`src/assert_macros.svh`:
```
// Assertion macros shared by the encoder modules.
`ifndef ASSERT_MACROS_SVH
`define ASSERT_MACROS_SVH

`ifndef SYNTH

// Checks that a condition holds at every clock edge outside reset.
`define ASSERT_HOLDS(lbl, clk, rst_n, cond) \
    lbl: assert property (@(posedge clk) disable iff (!rst_n) (cond)) \
        else $error("assertion failed: invariant");

// Checks that a condition in one cycle is followed by another in the next.
`define ASSERT_NEXT(lbl, clk, rst_n, ante, cons) \
    lbl: assert property (@(posedge clk) disable iff (!rst_n) (ante) |=> (cons)) \
        else $error("assertion failed: next-cycle implication");

`else

`define ASSERT_HOLDS(lbl, clk, rst_n, cond)
`define ASSERT_NEXT(lbl, clk, rst_n, ante, cons)

`endif

`endif

```
`src/x86enc_pkg.sv`:
```
package x86enc_pkg;

    // Code buffer size and the width of the write position.
    localparam int BUFFER_BYTES = 65536;
    localparam int POS_W        = $clog2(BUFFER_BYTES);
    localparam int ADDR_W       = 16;

    // Longest encoding, in bytes.
    localparam int MAX_BYTES = 10;
    localparam int CNT_BYTES_W = $clog2(MAX_BYTES + 1);
    localparam int IDX_W     = $clog2(MAX_BYTES);

    // Depth of the queue between the front and the back.
    localparam int FIFO_DEPTH = 2;

    // Instruction forms.
    localparam logic [4:0] OP_NOP       = 5'd0;
    localparam logic [4:0] OP_RET       = 5'd1;
    localparam logic [4:0] OP_LEAVE     = 5'd2;
    localparam logic [4:0] OP_PUSH      = 5'd3;
    localparam logic [4:0] OP_POP       = 5'd4;
    localparam logic [4:0] OP_CALL      = 5'd5;
    localparam logic [4:0] OP_MOV_IMM   = 5'd6;
    localparam logic [4:0] OP_MOV_RR    = 5'd7;
    localparam logic [4:0] OP_MOV_ST    = 5'd8;
    localparam logic [4:0] OP_MOV_STD   = 5'd9;
    localparam logic [4:0] OP_MOV_LD    = 5'd10;
    localparam logic [4:0] OP_MOV_LDD   = 5'd11;
    localparam logic [4:0] OP_LEA       = 5'd12;
    localparam logic [4:0] OP_INC       = 5'd13;
    localparam logic [4:0] OP_ADD_IMM   = 5'd14;
    localparam logic [4:0] OP_ADD_RR    = 5'd15;
    localparam logic [4:0] OP_ADDSD     = 5'd16;
    localparam logic [4:0] OP_DEC       = 5'd17;
    localparam logic [4:0] OP_SUB_IMM   = 5'd18;
    localparam logic [4:0] OP_SUB_RR    = 5'd19;
    localparam logic [4:0] OP_SUBSD     = 5'd20;
    localparam logic [4:0] OP_XOR       = 5'd21;
    localparam logic [4:0] OP_CMP       = 5'd22;
    localparam logic [4:0] OP_TEST      = 5'd23;
    localparam logic [4:0] OP_JMP       = 5'd24;
    localparam logic [4:0] OP_JC        = 5'd25;
    localparam logic [4:0] OP_JNE       = 5'd26;
    localparam logic [4:0] OP_JNA       = 5'd27;
    localparam logic [4:0] OP_SETL      = 5'd28;

    // One classified instruction: its bytes, how many, and the error flag.
    typedef struct packed {
        logic [MAX_BYTES-1:0][7:0] bytes;
        logic [CNT_BYTES_W-1:0]    count;
        logic                      err;
    } t_desc;

endpackage

```
`src/x86enc_front.sv`:
```
module x86enc_front (
    input  logic [4:0]             i_opcode,
    input  logic [4:0]             i_first_reg,
    input  logic [4:0]             i_second_reg,
    input  logic [7:0]             i_byte_operand,
    input  logic [63:0]            i_wide_immediate,
    output logic                   o_desc_valid,
    output x86enc_pkg::t_desc      o_desc
);
    import x86enc_pkg::*;

    localparam logic [7:0] REX_W   = 8'h48;
    localparam logic [7:0] MOD_IND = 8'h00;
    localparam logic [7:0] MOD_D8  = 8'h40;
    localparam logic [7:0] MOD_REG = 8'hC0;
    localparam logic [7:0] SIB_RSP = 8'h24;
    localparam logic [7:0] PFX_F2  = 8'hF2;
    localparam logic [4:0] RSP_NUM = 5'd4;

    // REX with only the B extension.
    function automatic logic [7:0] rex1(input logic [4:0] rm);
        rex1 = REX_W | {7'b0, rm[3]};
    endfunction

    // REX with the B and R extensions.
    function automatic logic [7:0] rex2(input logic [4:0] rm, input logic [4:0] rg);
        rex2 = REX_W | {5'b0, rg[3], 1'b0, rm[3]};
    endfunction

    // ModRM byte; mod is already in its top two bits.
    function automatic logic [7:0] mrm(input logic [7:0] md, input logic [4:0] rm,
                                       input logic [4:0] rg);
        mrm = md | {2'b0, rg[2:0], rm[2:0]};
    endfunction

    logic                      one;
    logic                      two;
    logic                      xmm;
    logic                      a_gpr;
    logic                      b_gpr;
    logic [4:0]                a;
    logic [4:0]                b;
    logic [7:0]                d8;
    logic [MAX_BYTES-1:0][7:0] bt;
    logic [CNT_BYTES_W-1:0]    n;

    assign a  = i_first_reg;
    assign b  = i_second_reg;
    assign d8 = i_byte_operand;
    assign a_gpr = !a[4];
    assign b_gpr = !b[4];

    // Register class that each form expects.
    always_comb begin
        one = 1'b0;
        two = 1'b0;
        xmm = 1'b0;
        case (i_opcode)
            OP_PUSH, OP_POP, OP_CALL, OP_MOV_IMM, OP_INC, OP_ADD_IMM, OP_DEC,
            OP_SUB_IMM, OP_SETL: begin
                one = 1'b1;
            end
            OP_ADDSD, OP_SUBSD: begin
                xmm = 1'b1;
            end
            OP_MOV_RR, OP_MOV_ST, OP_MOV_STD, OP_MOV_LD, OP_MOV_LDD, OP_LEA,
            OP_ADD_RR, OP_SUB_RR, OP_XOR, OP_CMP, OP_TEST: begin
                two = 1'b1;
            end
            default: begin
            end
        endcase
    end

    // Byte sequence of each form.
    always_comb begin
        bt = '0;
        n  = CNT_BYTES_W'(1);
        case (i_opcode)
            OP_NOP:   bt[0] = 8'h90;
            OP_RET:   bt[0] = 8'hC3;
            OP_LEAVE: bt[0] = 8'hC9;
            OP_PUSH: begin
                bt[0] = rex1(a);
                bt[1] = 8'h50 | {5'b0, a[2:0]};
                n = CNT_BYTES_W'(2);
            end
            OP_POP: begin
                bt[0] = rex1(a);
                bt[1] = 8'h58 | {5'b0, a[2:0]};
                n = CNT_BYTES_W'(2);
            end
            OP_CALL: begin
                bt[0] = rex1(a);
                bt[1] = 8'hFF;
                bt[2] = 8'hD0 | {5'b0, a[2:0]};
                n = CNT_BYTES_W'(3);
            end
            OP_MOV_IMM: begin
                bt[0] = rex1(a);
                bt[1] = 8'hB8 | {5'b0, a[2:0]};
                for (int i = 0; i < 8; i++) begin
                    bt[i+2] = i_wide_immediate[8*i +: 8];
                end
                n = CNT_BYTES_W'(10);
            end
            OP_MOV_RR, OP_ADD_RR, OP_SUB_RR, OP_XOR, OP_CMP, OP_TEST: begin
                bt[0] = rex2(a, b);
                case (i_opcode)
                    OP_MOV_RR: bt[1] = 8'h89;
                    OP_ADD_RR: bt[1] = 8'h01;
                    OP_SUB_RR: bt[1] = 8'h29;
                    OP_XOR:    bt[1] = 8'h31;
                    OP_CMP:    bt[1] = 8'h39;
                    default:   bt[1] = 8'h85;
                endcase
                bt[2] = mrm(MOD_REG, a, b);
                n = CNT_BYTES_W'(3);
            end
            OP_MOV_ST: begin
                bt[0] = rex2(a, b);
                bt[1] = 8'h89;
                bt[2] = mrm(MOD_IND, a, b);
                if (a == RSP_NUM) begin
                    bt[3] = SIB_RSP;
                    n = CNT_BYTES_W'(4);
                end else begin
                    n = CNT_BYTES_W'(3);
                end
            end
            OP_MOV_STD: begin
                bt[0] = rex2(a, b);
                bt[1] = 8'h89;
                bt[2] = mrm(MOD_D8, a, b);
                if (a == RSP_NUM) begin
                    bt[3] = SIB_RSP;
                    bt[4] = d8;
                    n = CNT_BYTES_W'(5);
                end else begin
                    bt[3] = d8;
                    n = CNT_BYTES_W'(4);
                end
            end
            OP_MOV_LD: begin
                bt[0] = rex2(b, a);
                bt[1] = 8'h8B;
                bt[2] = mrm(MOD_IND, b, a);
                if (b == RSP_NUM) begin
                    bt[3] = SIB_RSP;
                    n = CNT_BYTES_W'(4);
                end else begin
                    n = CNT_BYTES_W'(3);
                end
            end
            OP_MOV_LDD, OP_LEA: begin
                bt[0] = rex2(b, a);
                bt[1] = (i_opcode == OP_MOV_LDD) ? 8'h8B : 8'h8D;
                bt[2] = mrm(MOD_D8, b, a);
                if (b == RSP_NUM) begin
                    bt[3] = SIB_RSP;
                    bt[4] = d8;
                    n = CNT_BYTES_W'(5);
                end else begin
                    bt[3] = d8;
                    n = CNT_BYTES_W'(4);
                end
            end
            OP_INC, OP_DEC: begin
                bt[0] = rex1(a);
                bt[1] = 8'hFF;
                bt[2] = ((i_opcode == OP_INC) ? 8'hC0 : 8'hC8) | {5'b0, a[2:0]};
                n = CNT_BYTES_W'(3);
            end
            OP_ADD_IMM, OP_SUB_IMM: begin
                bt[0] = rex1(a);
                bt[1] = 8'h83;
                bt[2] = ((i_opcode == OP_ADD_IMM) ? 8'hC0 : 8'hE8) | {5'b0, a[2:0]};
                bt[3] = d8;
                n = CNT_BYTES_W'(4);
            end
            OP_ADDSD, OP_SUBSD: begin
                // The F2 prefix precedes REX.
                bt[0] = PFX_F2;
                bt[1] = rex2(b, a);
                bt[2] = 8'h0F;
                bt[3] = (i_opcode == OP_ADDSD) ? 8'h58 : 8'h5C;
                bt[4] = mrm(MOD_REG, b, a);
                n = CNT_BYTES_W'(5);
            end
            OP_JMP, OP_JC, OP_JNE, OP_JNA: begin
                case (i_opcode)
                    OP_JMP:  bt[0] = 8'hEB;
                    OP_JC:   bt[0] = 8'h72;
                    OP_JNE:  bt[0] = 8'h75;
                    default: bt[0] = 8'h76;
                endcase
                bt[1] = d8;
                n = CNT_BYTES_W'(2);
            end
            default: begin
                // Set on less, and the unused codes that never reach the queue.
                bt[0] = rex1(a);
                bt[1] = 8'h0F;
                bt[2] = 8'h9C;
                bt[3] = 8'hC0 | {5'b0, a[2:0]};
                n = CNT_BYTES_W'(4);
            end
        endcase
    end

    // Unused opcodes produce nothing and are dropped here.
    assign o_desc_valid = (i_opcode <= OP_SETL);
    assign o_desc.err   = (one && !a_gpr) || (two && (!a_gpr || !b_gpr)) ||
                          (xmm && (a_gpr || b_gpr));
    assign o_desc.bytes = bt;
    assign o_desc.count = o_desc.err ? CNT_BYTES_W'(1) : n;

endmodule

```
`src/x86enc_fifo.sv`:
```
`include "assert_macros.svh"

module x86enc_fifo (
    input  logic               i_clk,
    input  logic               i_rst_n,
    input  logic               i_push,
    input  x86enc_pkg::t_desc  i_data,
    output logic               o_full,
    input  logic               i_pop,
    output logic               o_empty,
    output x86enc_pkg::t_desc  o_data
);
    import x86enc_pkg::*;

    localparam int PTR_W = (FIFO_DEPTH > 1) ? $clog2(FIFO_DEPTH) : 1;
    localparam int CNT_W = $clog2(FIFO_DEPTH + 1);

    t_desc             r_mem [FIFO_DEPTH];
    logic [PTR_W-1:0]  r_wr;
    logic [PTR_W-1:0]  r_rd;
    logic [CNT_W-1:0]  r_count;
    logic              wr_en;
    logic              rd_en;

    assign o_full  = (r_count == CNT_W'(FIFO_DEPTH));
    assign o_empty = (r_count == '0);
    assign wr_en   = i_push && !o_full;
    assign rd_en   = i_pop && !o_empty;
    assign o_data  = r_mem[r_rd];

    // Pointer that steps around the ring.
    function automatic logic [PTR_W-1:0] ptr_next(input logic [PTR_W-1:0] p);
        ptr_next = (p == PTR_W'(FIFO_DEPTH - 1)) ? '0 : p + 1'b1;
    endfunction

    // Storage writes.
    always_ff @(posedge i_clk) begin
        if (wr_en) begin
            r_mem[r_wr] <= i_data;
        end
    end

    // Pointers and fill count.
    always_ff @(posedge i_clk) begin
        if (!i_rst_n) begin
            r_wr    <= '0;
            r_rd    <= '0;
            r_count <= '0;
        end else begin
            if (wr_en) begin
                r_wr <= ptr_next(r_wr);
            end
            if (rd_en) begin
                r_rd <= ptr_next(r_rd);
            end
            if (wr_en && !rd_en) begin
                r_count <= r_count + 1'b1;
            end else if (rd_en && !wr_en) begin
                r_count <= r_count - 1'b1;
            end
        end
    end

    `ASSERT_HOLDS(a_count_in_range, i_clk, i_rst_n, r_count <= CNT_W'(FIFO_DEPTH))
    `ASSERT_NEXT(a_full_holds, i_clk, i_rst_n, o_full && !i_pop, o_full)
    `ASSERT_NEXT(a_empty_holds, i_clk, i_rst_n, o_empty && !i_push, o_empty)

endmodule

```
`src/x86enc_back.sv`:
```
`include "assert_macros.svh"

module x86enc_back (
    input  logic                          i_clk,
    input  logic                          i_rst_n,
    input  logic                          i_head_empty,
    input  x86enc_pkg::t_desc             i_head,
    output logic                          o_head_pop,
    output logic                          o_empty,
    input  logic                          i_pop,
    output logic [7:0]                    o_code_byte,
    output logic [x86enc_pkg::ADDR_W-1:0] o_byte_address,
    output logic                          o_byte_valid,
    output logic                          o_status,
    output logic                          o_last
);
    import x86enc_pkg::*;

    logic [IDX_W-1:0]  r_idx;
    logic [POS_W-1:0]  r_pos;
    logic              r_ov;
    logic [7:0]        r_code;
    logic [ADDR_W-1:0] r_addr;
    logic              r_bvalid;
    logic              r_status;
    logic              r_last;
    logic              load;
    logic              is_last;
    logic [POS_W-1:0]  n_pos;

    // A new byte moves into the output register when it is free or being taken.
    assign load    = !i_head_empty && (!r_ov || i_pop);
    assign is_last = i_head.err ||
                     (CNT_BYTES_W'(r_idx) == i_head.count - 1'b1);
    assign o_head_pop = load && is_last;
    assign n_pos   = (r_pos == POS_W'(BUFFER_BYTES - 1)) ? '0 : r_pos + 1'b1;

    // Byte sequencer and write position.
    always_ff @(posedge i_clk) begin
        if (!i_rst_n) begin
            r_idx <= '0;
            r_pos <= '0;
            r_ov  <= 1'b0;
        end else begin
            if (load) begin
                r_ov  <= 1'b1;
                r_idx <= is_last ? '0 : r_idx + 1'b1;
                if (!i_head.err) begin
                    r_pos <= n_pos;
                end
            end else if (i_pop) begin
                r_ov <= 1'b0;
            end
        end
    end

    // Output register payload.
    always_ff @(posedge i_clk) begin
        if (load) begin
            r_code   <= i_head.err ? 8'h00 : i_head.bytes[r_idx];
            r_addr   <= ADDR_W'(r_pos);
            r_bvalid <= !i_head.err;
            r_status <= i_head.err;
            r_last   <= is_last;
        end
    end

    assign o_empty        = !r_ov;
    assign o_code_byte    = r_code;
    assign o_byte_address = r_addr;
    assign o_byte_valid   = r_bvalid;
    assign o_status       = r_status;
    assign o_last         = r_last;

    `ASSERT_HOLDS(a_err_result_shape, i_clk, i_rst_n,
        !(r_ov && r_status) || (r_last && !r_bvalid))
    `ASSERT_HOLDS(a_idx_in_range, i_clk, i_rst_n, r_idx < IDX_W'(MAX_BYTES))
    `ASSERT_NEXT(a_pos_steps, i_clk, i_rst_n,
        load && !i_head.err && (r_pos != POS_W'(BUFFER_BYTES - 1)),
        r_pos == $past(r_pos) + 1'b1)

endmodule

```
`src/x86_64_instruction_byte_encoder_top.sv`:
```
// x86-64 instruction byte encoder. Each request names an instruction form, up to
// two registers (0-15 general, 16-31 XMM), a byte operand and a 64-bit immediate;
// the block returns the instruction's machine bytes, one result per byte, each with
// its code buffer address, and o_last on the final byte. A register of the wrong
// class gives a single status result with no byte, and opcodes above 28 give no
// result at all. The write position wraps at the end of the buffer. Requests are
// classified in a front stage and queued two deep; the back sequencer emits one
// byte per cycle while the consumer pops, so an instruction of n bytes (1 to 10)
// gives n results, and requests are taken back to back while the queue has room.
module x86_64_instruction_byte_encoder_top (
    input  logic                          i_clk,
    input  logic                          i_rst_n,
    input  logic                          push,
    output logic                          full,
    input  logic [4:0]                    i_opcode,
    input  logic [4:0]                    i_first_reg,
    input  logic [4:0]                    i_second_reg,
    input  logic [7:0]                    i_byte_operand,
    input  logic [63:0]                   i_wide_immediate,
    output logic                          empty,
    input  logic                          pop,
    output logic [7:0]                    o_code_byte,
    output logic [x86enc_pkg::ADDR_W-1:0] o_byte_address,
    output logic                          o_byte_valid,
    output logic                          o_status,
    output logic                          o_last
);
    import x86enc_pkg::*;

    logic  desc_valid;
    t_desc desc;
    t_desc head;
    logic  head_empty;
    logic  head_pop;

    // Classify each request into its byte sequence.
    x86enc_front u_front (
        .i_opcode         (i_opcode),
        .i_first_reg      (i_first_reg),
        .i_second_reg     (i_second_reg),
        .i_byte_operand   (i_byte_operand),
        .i_wide_immediate (i_wide_immediate),
        .o_desc_valid     (desc_valid),
        .o_desc           (desc)
    );

    // Queue between classification and emission.
    x86enc_fifo u_fifo (
        .i_clk   (i_clk),
        .i_rst_n (i_rst_n),
        .i_push  (push && desc_valid),
        .i_data  (desc),
        .o_full  (full),
        .i_pop   (head_pop),
        .o_empty (head_empty),
        .o_data  (head)
    );

    // Emit bytes one per cycle into the output register while the consumer pops them.
    x86enc_back u_back (
        .i_clk          (i_clk),
        .i_rst_n        (i_rst_n),
        .i_head_empty   (head_empty),
        .i_head         (head),
        .o_head_pop     (head_pop),
        .o_empty        (empty),
        .i_pop          (pop),
        .o_code_byte    (o_code_byte),
        .o_byte_address (o_byte_address),
        .o_byte_valid   (o_byte_valid),
        .o_status       (o_status),
        .o_last         (o_last)
    );

endmodule
```
`config.mk`:
```
export PLATFORM = sky130hd
export DESIGN_NAME = x86_64_instruction_byte_encoder_top
export DESIGN_NICKNAME = d
export VERILOG_FILES = /design/src/x86enc_pkg.sv /design/src/x86enc_front.sv /design/src/x86enc_fifo.sv /design/src/x86enc_back.sv /design/src/x86_64_instruction_byte_encoder_top.sv
export VERILOG_INCLUDE_DIRS = /design/src /design/src/src
export SDC_FILE = /design/constraint.sdc
export NUM_CORES = 1
export LEC_CHECK = 0
export BUFFER_PORTS_ARGS = -buffer_cell sky130_fd_sc_hd__buf_4
export CORE_ASPECT_RATIO = 0.7
export CORE_UTILIZATION = 50
export DETAILED_ROUTE_END_ITERATION = 10
export PLACE_DENSITY_LB_ADDON = 0.05
export RECOVER_POWER = 50
export REMOVE_ABC_BUFFERS = 1
export SETUP_SLACK_MARGIN = 0.5
export SYNTH_ARGS = -nofsm -noshare
export SYNTH_HDL_FRONTEND = slang
export SYNTH_SLANG_ARGS = --single-unit
```
`constraint.sdc`:
```
create_clock -name i_clk -period 10.95 [get_ports i_clk]
set_input_delay 2.19 -clock i_clk [delete_from_list [all_inputs] [get_ports i_clk]]
set_output_delay 2.19 -clock i_clk [all_outputs]
set_load 0.05 [all_outputs]
```
# Word-level counts from Yosys, hierarchy flattened
# Memories as Yosys holds them, arrays and structs flattened. A register that Yosys moved wholly into a read port is not among the register bits.
# Cells that the tools add are included.
dict set report classes {
  n_mux 41
  magnitude_cmp 2
  n_reduce_logical 46
  bitwise_logic 3
  n_eq_ne 33
  addsub 7
}
# operator n
set ops {}
lappend ops {{8-bit case mux with 12 select lines} 1}
lappend ops {{8-bit case mux with 11 select lines} 1}
lappend ops {{5-bit equality test, second input constant} 13}
lappend ops {{8-bit case mux with 8 select lines} 1}
lappend ops {{8-bit case mux with 7 select lines} 1}
lappend ops {{5-bit by 4-bit equality test with 1-bit output, second input constant} 8}
lappend ops {{40-bit two-way mux} 1}
lappend ops {{8-bit two-way mux} 5}
lappend ops {{8-bit case mux with 5 select lines} 1}
lappend ops {{4-bit case mux with 9 select lines} 1}
lappend ops {{8-bit binary-select mux with 4-bit select} 1}
lappend ops {{8-bit case mux with 4 select lines} 1}
lappend ops {{5-bit by 3-bit equality test with 1-bit output, second input constant} 6}
lappend ops {{9-bit OR reduction} 3}
lappend ops {{8-bit case mux with 3 select lines} 1}
lappend ops {{6-bit two-way mux} 3}
lappend ops {{18-bit OR reduction} 1}
lappend ops {{16-bit by 1-bit adder with 16-bit output, second input constant} 1}
lappend ops {{16-bit equality test, second input constant} 1}
lappend ops {{16-bit two-way mux} 1}
lappend ops {{8-bit by 3-bit OR with 8-bit output} 2}
lappend ops {{1-bit two-way mux} 13}
lappend ops {{3-bit two-way mux} 4}
lappend ops {{4-bit two-way mux} 3}
lappend ops {{26 further kinds} 58}
dict set report word_totals {
  output_inout_bits 29
  ff_bits 52
  inputBits 91
  word_cells 144
  memories 1
  mem_bits_rw 170
}
# name words word_bits rd rd_clocked_by_memory_dff write_ports line
set memory_table {}
lappend memory_table {u_fifo.r_mem 2 85 1 1 1 x86enc_fifo.sv:18} ;# t_desc r_mem [FIFO_DEPTH];

# Logic depth before layout (Yosys ltp)
# Gate-level depths: netlist (run 1).
dict set report logic_depth {
  depth_word 8
  mapped_depth 13
  ltp_nobuf 12
}

# By module
# A second synthesis (run 1) with hierarchy kept.
dict set report hier_totals {
  cells_unflattened 821
  area_unflattened_um2 10885.4
}
# module area_per_inst_um2 cells_per_inst instances seq_area_each_um2
set modules_own_cells {}
lappend modules_own_cells {x86enc_fifo 6374.9 289 1 5205.0}
lappend modules_own_cells {x86enc_back 2646.3 228 1 1231.2}
lappend modules_own_cells {x86enc_front 1858.0 303 1 0.0}
lappend modules_own_cells {x86_64_instruction_byte_encoder_top 6.3 1 1 0.0}

# Least setup slack after synthesis (run 1)
# Ideal clock, no wire load.
dict set report synth_timing {
  path_type {input port to flip-flop}
  start {input i_opcode[1]}
  end {memory u_fifo.r_mem[0][0] (netlist bit) (enable)}
  required_time_ns 10.419
  setup_time_ns 0.531
  path_slack_ns 4.002
  arrival_ns 6.417
  stages 4
  n_path_buf 1
  cell_sequence {clkbuf_1 nor2_1 o221ai_1 nor2_1}
}
dict set report synth_between {
  elab_chain_cells 5
}
# item line
set synth_rtl {}
lappend synth_rtl {{start: declaration} x86_64_instruction_byte_encoder_top.sv:15} ;# input logic [4:0] i_opcode,
lappend synth_rtl {{5-bit less-or-equal comparator} x86enc_front.sv:212} ;# assign o_desc_valid = (i_opcode <= OP_SETL);
lappend synth_rtl {{1-bit logical AND} x86_64_instruction_byte_encoder_top.sv:51} ;# .i_push (push && desc_valid),
lappend synth_rtl {{1-bit logical AND} x86enc_fifo.sv:27} ;# assign wr_en = i_push && !o_full;
lappend synth_rtl {{1-bit two-way mux} x86enc_fifo.sv:38} ;# if (wr_en) begin
lappend synth_rtl {{1-bit two-way mux (implied by the code)} x86enc_fifo.sv:39} ;# r_mem[r_wr] <= i_data;
lappend synth_rtl {{end: declaration} x86enc_fifo.sv:18}
# No other way between the ends.

==> qor.yml, run 1 <==
synth.distinct_cells: 66
peakVddDrop_v: 0.000115
ioPinCount: 120
cts_sinks: 223
power.switching_mw: 0.856
setup_viol: 0
drt-initial-drc-count: 535
die_w_um: 173
min_from: "u_fifo.r_rd"
antenna_found_initial: 0
cts-resized-gates: 0
post_drt_wl_per_cell_um: 21.8
clockPowerShare_pct: 26.1
reg2reg_slack_ns: 4.47
tightest_slew_ns: 4.08
synth-seq-cells: 223
hold_viol_final: 0
start_kind: "flop"
overflow: 0
port_buffers: 119
r2r_end: "u_fifo.r_count[1]"
clockRootBuffer: "clkbuf_16"
post-dp-hpwl_mm: 16.6
clock_latency_ns: 0.51
grt_first_pass_wirelength_mm: 38.2
p_leak_nw: 4.14
tns_ns: 0
synth-xor-area-share_pct: 1.79
rr_worst_depth: 9
h-tree-depth: 1
yosys_warnings: 0
dp_cells: 1099
period_minus_slack_ns: 6.48
vias: 6762
hold_buffers: 0
ys.flop_type: "edfxtp_1"
clkSlewWorstSetupHoldPaths_ns: 0.06
syn-cell-area_um2: 10300
synth_adder_area_share_pct: 0.583
status: "complete, but fails checks"
seq_area_um2: 6440
synth-simple-area-share_pct: 10.6
drive_gt1_share_pct: 20.8
drcViolationCount: 0
cts_setup_buffers: 0
max_cap_viol_count: 5
die_area_um2: 21200
slew_headroom_pct: -172
drt_first_pass_iters: 5
whs_path_depth: 2
synth_top_family_by_area: "multiplexers"
numCtsBuffers: 22
fin_cells: 1139
start_util_pct: 51.6
row_count: 43
core-area_um2: 20000
grt.total_usage_pct: 23.9
antenna_cells: 0
place_congestion: 0.926
avgSynthCellArea_um2: 13.7
die_h_um: 122
n_fill_cell: 1626
power_frac_comb_pct: 30.1
cp_max_fo: 47
cp.arrival_ns: 6.89
synthArstFlopShare_pct: 0
synth_cells: 751
hold_ws_ns: 0.484
cts_tree: "built"
rsz0062_at_grt: "no"
synth_compound_area_share_pct: 9.65
max_freq_mhz: 154
final_antenna_net_count: 0
cp.required_ns: 11.36
avgViaCountPerCell: 5.94
finalClockSkew_ns: 0.0167
yosys-mux-area-fraction_pct: 11.7
final_cell_mix: "edfxtp_1 (197), buf_4 (92), nor2_1 (50), mux4_2 (48), nand2_1 (45)"
period_share_pct: 59.1
seq_power_share_pct: 43.8
grt_max_degree: 86
finalWirelength_mm: 24.9
cellPowerDensity_nw_per_um2: 222
layout-area-overhead-vs-synth_pct: 15.6
fin_nets: 948
multi_input_area_um2: 3520
violations: "max-capacitance violations, max-slew violations"
cts.path.max_buffers: 3
critical_path_class: "flop to flop"
hold_path.class: "flop to flop"
seq_area_frac_synth_pct: 62.5
internal_power_mw: 1.79
slew_violations: 206
grt_pass1_vias: 6574
worstSetupEndpointType: "flop"
final_common_cell: "edfxtp_1"
sw_frac_of_total_pct: 32.4
synth_edf_count: 197
## worst max-delay path, cell delays in order (launching register included)
cell      delay [ns]
dfxtp_2         0.31
clkbuf_1        2.85
mux2i_1         0.74
inv_1           0.42
a31oi_1         0.07
a21oi_1         0.77
nand2_4         0.13
ha_1            0.48
or3_1           0.37
a21boi_0        0.21
## through the flow
stage	power [mW]	area (um2)	setup slack [ns]	util [%]
floorplan	1.76	10100	4.21	-
global placement	1.99	11400	5.90	57.1
detailed placement	2.02	11400	5.85	57.1
CTS	2.71	12100	6.37	60.4
global route	2.76	11900	3.59	59.6
finish	2.64	11900	4.47	59.6
## cells in the mapped netlist (all sizes together) (2+ instances only)
cell type  number  share of area, %
buf            15              0.70
o221ai          2              0.17
a21oi          34               1.8
nand2          46               1.8
nand2b         10              0.61
ha              4              0.49
edfxtp        197                57
o31ai           2              0.15
a22oi          12              0.88
nor4            4              0.30
nor3b           2              0.15
xor2           13               1.1
mux2i           7              0.80
nand3          13              0.63
a31oi           4              0.24
o22a            2              0.17
a211oi          4              0.29
o22ai          17               1.0
a22o            3              0.26
a221oi          6              0.51
clkbuf         32               1.2
nor3            8              0.39
a32oi           3              0.26
nand4b          2              0.17
o21a            3              0.22
a21boi          5              0.36
inv            35               1.3
and3            5              0.30
dfxtp          26               5.1
xnor2           8              0.68
o21ai          34               1.7
nor2           52               2.0
nand4           5              0.30
a221o           6              0.58
a21o            3              0.22
mux4           48                11
or2             3              0.18
and2           46               2.8
mux2            3              0.40
or3             2              0.12
o32ai           3              0.26
nor2b          10              0.61
## how the worst max path moves through the flow
| stage | from | endpoint | cells past startpoint |
|---|---|---|---|
| CTS | i_opcode[3] | u_fifo.r_mem[1][33] | 6 |
| global route | flop | u_fifo.r_count[1] | 10 |
| global placement | i_opcode[3] | u_fifo.r_mem[1][73] | 6 |
| finish | flop | u_fifo.r_count[1] | 9 |
| detailed placement | i_opcode[3] | u_fifo.r_mem[1][75] | 6 |
| floorplan | i_opcode[1] | u_fifo.r_mem[0][0] | 3 |
## area by class of cell
type	count	share of cell area (%)
timing repair buffer	125	6.88
inverter	35	1.10
multi-input combinational	446	29.6
tap	270	2.84
clock buffer	36	5.24
clock inverter	4	0.294
sequential	223	54.1
## sequential cells by signal, summed over array words and instances (netlist names), named ones only
signal / flops
u_back.o_code_byte: 8
u_back.r_idx: 4
u_back.o_byte_address: 16
u_back.r_pos: 16
u_back.r_ov: 1
u_fifo.r_mem: 170
u_back.o_byte_valid: 1
u_fifo.r_count: 2
u_fifo.r_rd: 1
u_fifo.r_wr: 1
u_back.o_status: 1
u_back.o_last: 1
## power by group through the flow
stage               logic, mW  clock network (mW)  registers (mW)
finish                  0.796               0.689            1.16
detailed placement      0.838                   0            1.18
global placement        0.825                   0            1.17
floorplan               0.382                   0            1.38
global route            0.852               0.733            1.17
CTS                     0.841               0.705            1.16
## cell families (layout without fill, tap and decap cells)
| logic type | Yosys count | after routing |
|---|---|---|
| compound gates | 150 | 150 |
| xor+xnor | 21 | 21 |
| fa+ha+maj | 5 | 5 |
| buf+inv | 82 | 200 |
| flops | 223 | 223 |
| mux | 58 | 58 |
| simple gates | 212 | 212 |
## routing by layer
metal	GRT usage, %	part of all wire (%)	wire, um
met1	36.7	48	12000
met2	35.8	43	10700
met3	4.03	6.8	1700
met4	5.20	1.7	433
met5	0	0	0
Note: power is estimated with default switching activity, not from simulation.
==> run 2: changes to the inputs <==
==> constraint.sdc (replaced) <==
create_clock -name i_clk -period 5.2 [get_ports i_clk]
set_input_delay 1.04 -clock i_clk [delete_from_list [all_inputs] [get_ports i_clk]]
set_output_delay 1.04 -clock i_clk [all_outputs]
set_load 0.05 [all_outputs]
==> run 2 against run 1 <==
Net effect:
- the run still ends with max-capacitance violations, max-slew violations left
- combinational power increased by 100%
- first-iteration DRC count increased by 16%
- cell count increased by 0.26%
- hold slack improved by 0.0066 ns
- register-to-register slack got worse by 3.2 ns
- sequential share of layout area decreased by 0.47 points
- critical path depth decreased by 3
- critical path type is now input pin to flop
- critical endpoint is now u_fifo.r_mem[0][70]
- highest routed layer unchanged
==> qor.yml, run 2 (synthesis results as in run 1) <==
slew_violations: 69
seq_area_um2: 6440
post-dp-hpwl_mm: 16.4
rsz0062_at_grt: "no"
place_congestion: 0.921
cts-resized-gates: 0
finalClockSkew_ns: 0.00702
start_kind: "input pin"
max_cap_viol_count: 2
cp.required_ns: 5.22
drt_first_pass_iters: 5
violations: "max-capacitance violations, max-slew violations"
p_total_mw: 5.66
worstSetupEndpointType: "flop"
setup_viol: 0
cts.path.max_buffers: 3
cts_tree: "built"
grt_max_degree: 86
grt_first_pass_wirelength_mm: 38.9
overflow: 0
cts_sinks: 223
fin_cells: 1142
cellPowerDensity_nw_per_um2: 472
utilization_pct: 60.1
final_antenna_net_count: 0
period_share_pct: 79.4
status: "complete, but fails checks"
die_area_um2: 21200
h-tree-depth: 1
slew_headroom_pct: -28.2
ioPinCount: 120
max_freq_mhz: 242
top_register: "u_fifo.r_mem"
core-area_um2: 20000
row_count: 43
largest_register_ff_count: 170
hold_path.class: "flop to flop"
cts_setup_buffers: 0
layout-area-overhead-vs-synth_pct: 16.6
dp_cells: 1100
tightest_slew_ns: 1.92
cp_max_fo: 85
clockRootBuffer: "clkbuf_16"
drcViolationCount: 0
critical_path_class: "input pin to flop"
final_cell_mix: "edfxtp_1 (197), buf_4 (93), nor2_1 (49), mux4_2 (48), nand2_1 (45)"
drive_gt1_share_pct: 21.9
cp.arrival_ns: 4.15
die_h_um: 122
port_buffers: 119
finalWirelength_mm: 24.9
period_minus_slack_ns: 4.13
avgViaCountPerCell: 5.87
peakVddDrop_v: 0.000234
final_common_cell: "edfxtp_1"
grt_pass1_vias: 6773
drt-initial-drc-count: 623
multi_input_area_um2: 3550
clock_latency_ns: 0.51
numCtsBuffers: 23
post_drt_wl_per_cell_um: 21.8
p_leak_nw: 4.21
n_fill_cell: 1632
start_util_pct: 51.6
antenna_found_initial: 0
hold_buffers: 0
grt.total_usage_pct: 24.3
die_w_um: 173
vias: 6703
antenna_cells: 0
hold_viol_final: 0
clkSlewWorstSetupHoldPaths_ns: 0.06
fin_nets: 950
run 2: report_power, final:
group	switching (mW)	total, mW	internal, mW
Sequential	0.145	2.48	2.34
Combinational	1.03	1.62	0.585
Clock	0.665	1.56	0.900
Total	1.84	5.66	3.82
run 2: path summary, 6_finish.rpt:
kind         depth (start not counted)                  end   startpoint  slack [ns]
max                                  6  u_fifo.r_mem[0][70]  i_opcode[3]        1.07
min                                  2                 flop  u_fifo.r_rd        0.49
max reg2reg                          6      u_back.r_pos[7]         flop        1.28
min reg2reg                          2                 flop  u_fifo.r_rd        0.49
run 2: routing by layer:
layer  GRT usage (%)  vias to the layer above  share of wire (%)
met3            5.87                       37                8.8
met4            4.76                        0                1.6
met5               0                        -                  0
met2            35.7                      285                 44
li1                -                     3085                  -
met1            36.7                     3296                 46
run 2: worst max-delay path: stages:
cell and delay (ns):
clkbuf_1 1.35, and2_0 0.32, nand2_1 0.10, o221ai_1 0.53, nor2_4 0.04, clkbuf_4 0.69
run 2: layout make-up:
| class | count | area share [%] |
|---|---|---|
| Sequential cell | 223 | 53.6 |
| Multi-Input combinational cell | 446 | 29.6 |
| Timing Repair Buffer | 126 | 6.91 |
| Clock buffer | 31 | 5.21 |
| Tap cell | 270 | 2.81 |
| Inverter | 35 | 1.09 |
| Clock inverter | 11 | 0.761 |
run 2: stage by stage:
| step | TNS (ns) | area, um2 | hold slack (ns) | setup WS [ns] |
|---|---|---|---|---|
| 6_report | 0 | 12000 | 0.491 | 1.07 |
| 5_1_grt | 0 | 12000 | 0.504 | 0.792 |
| 4_1_cts | 0 | 12100 | 0.491 | 1.72 |
| 3_5_place_dp | 0 | 11400 | 0.475 | 1.76 |
| 3_3_place_gp | 0 | 11400 | 0.459 | 1.83 |
| 2_1_floorplan | -64.30 | 10100 | 0.443 | -0.392 |
==> run 3: changes to the inputs <==
==> constraint.sdc (replaced) <==
create_clock -name i_clk -period 3.75 [get_ports i_clk]
set_input_delay 0.75 -clock i_clk [delete_from_list [all_inputs] [get_ports i_clk]]
set_output_delay 0.75 -clock i_clk [all_outputs]
set_load 0.05 [all_outputs]
==> run 3 against run 2 <==
Net effect:
- the flow still finishes with violations (max-capacitance violations, max-slew violations)
- sequential power increased by 38%
- flip-flop and latch count unchanged
- clock power up 35%
- hold slack better by 0.0050 ns
- critical endpoint is now u_fifo.r_mem[1][24]
==> qor.yml, run 3 (synthesis results as in run 1) <==
status: "complete, but fails checks"
violations: "max-capacitance violations, max-slew violations"
vias: 6768
clock_latency_ns: 0.51
start_util_pct: 51.6
worstSetupEndpointType: "flop"
numCtsBuffers: 22
overflow: 0
clockRootBuffer: "clkbuf_16"
period_share_pct: 86.7
cp.required_ns: 3.95
cts_setup_buffers: 0
rr_worst_depth: 8
finalWirelength_mm: 25.0
cts.path.max_buffers: 3
worst-path-stages: 6
cellPowerDensity_nw_per_um2: 645
cts_tree: "built"
fin_cells: 1153
antenna_found_initial: 0
peakVddDrop_v: 0.000301
hold_ws_ns: 0.496
hold_path.class: "flop to flop"
post-dp-hpwl_mm: 17.1
row_count: 43
die_w_um: 173
clkSlewWorstSetupHoldPaths_ns: 0.06
hold_viol_final: 0
top_register: "u_fifo.r_mem"
h-tree-depth: 1
critical_path_class: "input pin to flop"
avgViaCountPerCell: 5.87
cp.arrival_ns: 3.45
max_freq_mhz: 308
grt.total_usage_pct: 23.9
period_minus_slack_ns: 3.25
largest_register_ff_count: 170
n_fill_cell: 1628
die_h_um: 122
final_common_cell: "edfxtp_1"
antenna_cells: 0
slew_violations: 36
whs_path_depth: 0
rsz0062_at_grt: "no"
place_congestion: 0.963
dp_cells: 1113
utilization_pct: 60.6
grt_max_degree: 86
p_leak_nw: 4.28
grt_first_pass_wirelength_mm: 38.1
finalClockSkew_ns: 0.00989
core-area_um2: 20000
cp_top_family: "buffers and inverters"
cts-resized-gates: 0
hold_buffers: 0
cts_sinks: 223
port_buffers: 119
setup_viol: 0
drt-initial-drc-count: 653
timing.critical_path.slowest_cell_delay_ns: 0.93
max_cap_viol_count: 1
path_buf_inv: 2
crit_chain: "clkbuf_1, buf_4, nor2b_1, and3_2, a222oi_1, nand2_1"
grt_pass1_vias: 6618
layout-area-overhead-vs-synth_pct: 17.4
cp_max_fo: 44
die_area_um2: 21200
final_cell_mix: "edfxtp_1 (197), buf_4 (104), nor2_1 (49), mux4_2 (48)"
slowest_stage: "clkbuf_1"
drive_gt1_share_pct: 22.9
slew_headroom_pct: -34.0
fin_nets: 962
final_antenna_net_count: 0
drcViolationCount: 0
start_kind: "input pin"
drt_first_pass_iters: 5
tightest_slew_ns: 2.01
ioPinCount: 120
post_drt_wl_per_cell_um: 21.7
run 3: changes by cell type in the layout (fill, tap and decap cells not counted), moves of 2 or more:
cell      previous run  this run
clkbuf_4             2         0
inv_6                2         0
and2_1              34        45
clkbuf_1            37        40
and2_0              12         1
buf_4               93       104
buf_12               0         2
clkinv_1             4         1
run 3: final cells by class:
| cell class | instances | area [um2] | share of cell area [%] |
|---|---|---|---|
| Sequential cell | 223 | 6440 | 53.3 |
| Multi-Input combinational cell | 446 | 3530 | 29.2 |
| Timing Repair Buffer | 139 | 952 | 7.88 |
| Clock buffer | 33 | 622 | 5.14 |
| Tap cell | 270 | 338 | 2.79 |
| Inverter | 35 | 131 | 1.09 |
| Clock inverter | 7 | 72.6 | 0.600 |
run 3: stage by stage:
step / setup slack (ns) / setup TNS [ns] / area [um2] / power (mW)
6_report: 0.498 / 0 / 12100 / 7.79
5_1_grt: 0.326 / 0 / 12100 / 8.14
4_1_cts: 0.617 / 0 / 12200 / 8.00
3_5_place_dp: 0.643 / 0 / 11500 / 5.89
3_3_place_gp: 0.704 / 0 / 11500 / 5.85
2_1_floorplan: -1.55 / -263.72 / 10100 / 5.15
run 3: worst paths after layout:
check,start,to,slack [ns]
min,u_back.r_pos[12],u_back.o_byte_address[12],0.50
max,i_opcode[4],u_fifo.r_mem[1][24],0.50
max reg2reg,flop,u_fifo.r_count[1],0.75
min reg2reg,u_back.r_pos[12],u_back.o_byte_address[12],0.50
run 3: report_power, final:
part           internal [mW]  switching, mW  total (mW)
clock network           1.22          0.883        2.10
logic                  0.828           1.44        2.27
registers               3.24          0.183        3.42
run 3: routing by layer:
layer	track usage, %	vias up	routed length, um
li1	-	3113	-
met1	36.8	3323	11600
met2	35.6	302	11000
met3	4.15	30	1940
met4	4.81	0	418
met5	0	-	0
run 3: worst register-to-register path: stages (launching register included):
cell	delay (ns)
dfxtp_4	0.51
mux2_4	0.35
or4_1	0.51
mux2_4	0.29
a21oi_4	0.29
nand2_4	0.10
ha_1	0.34
or3_1	0.37
a21boi_0	0.17
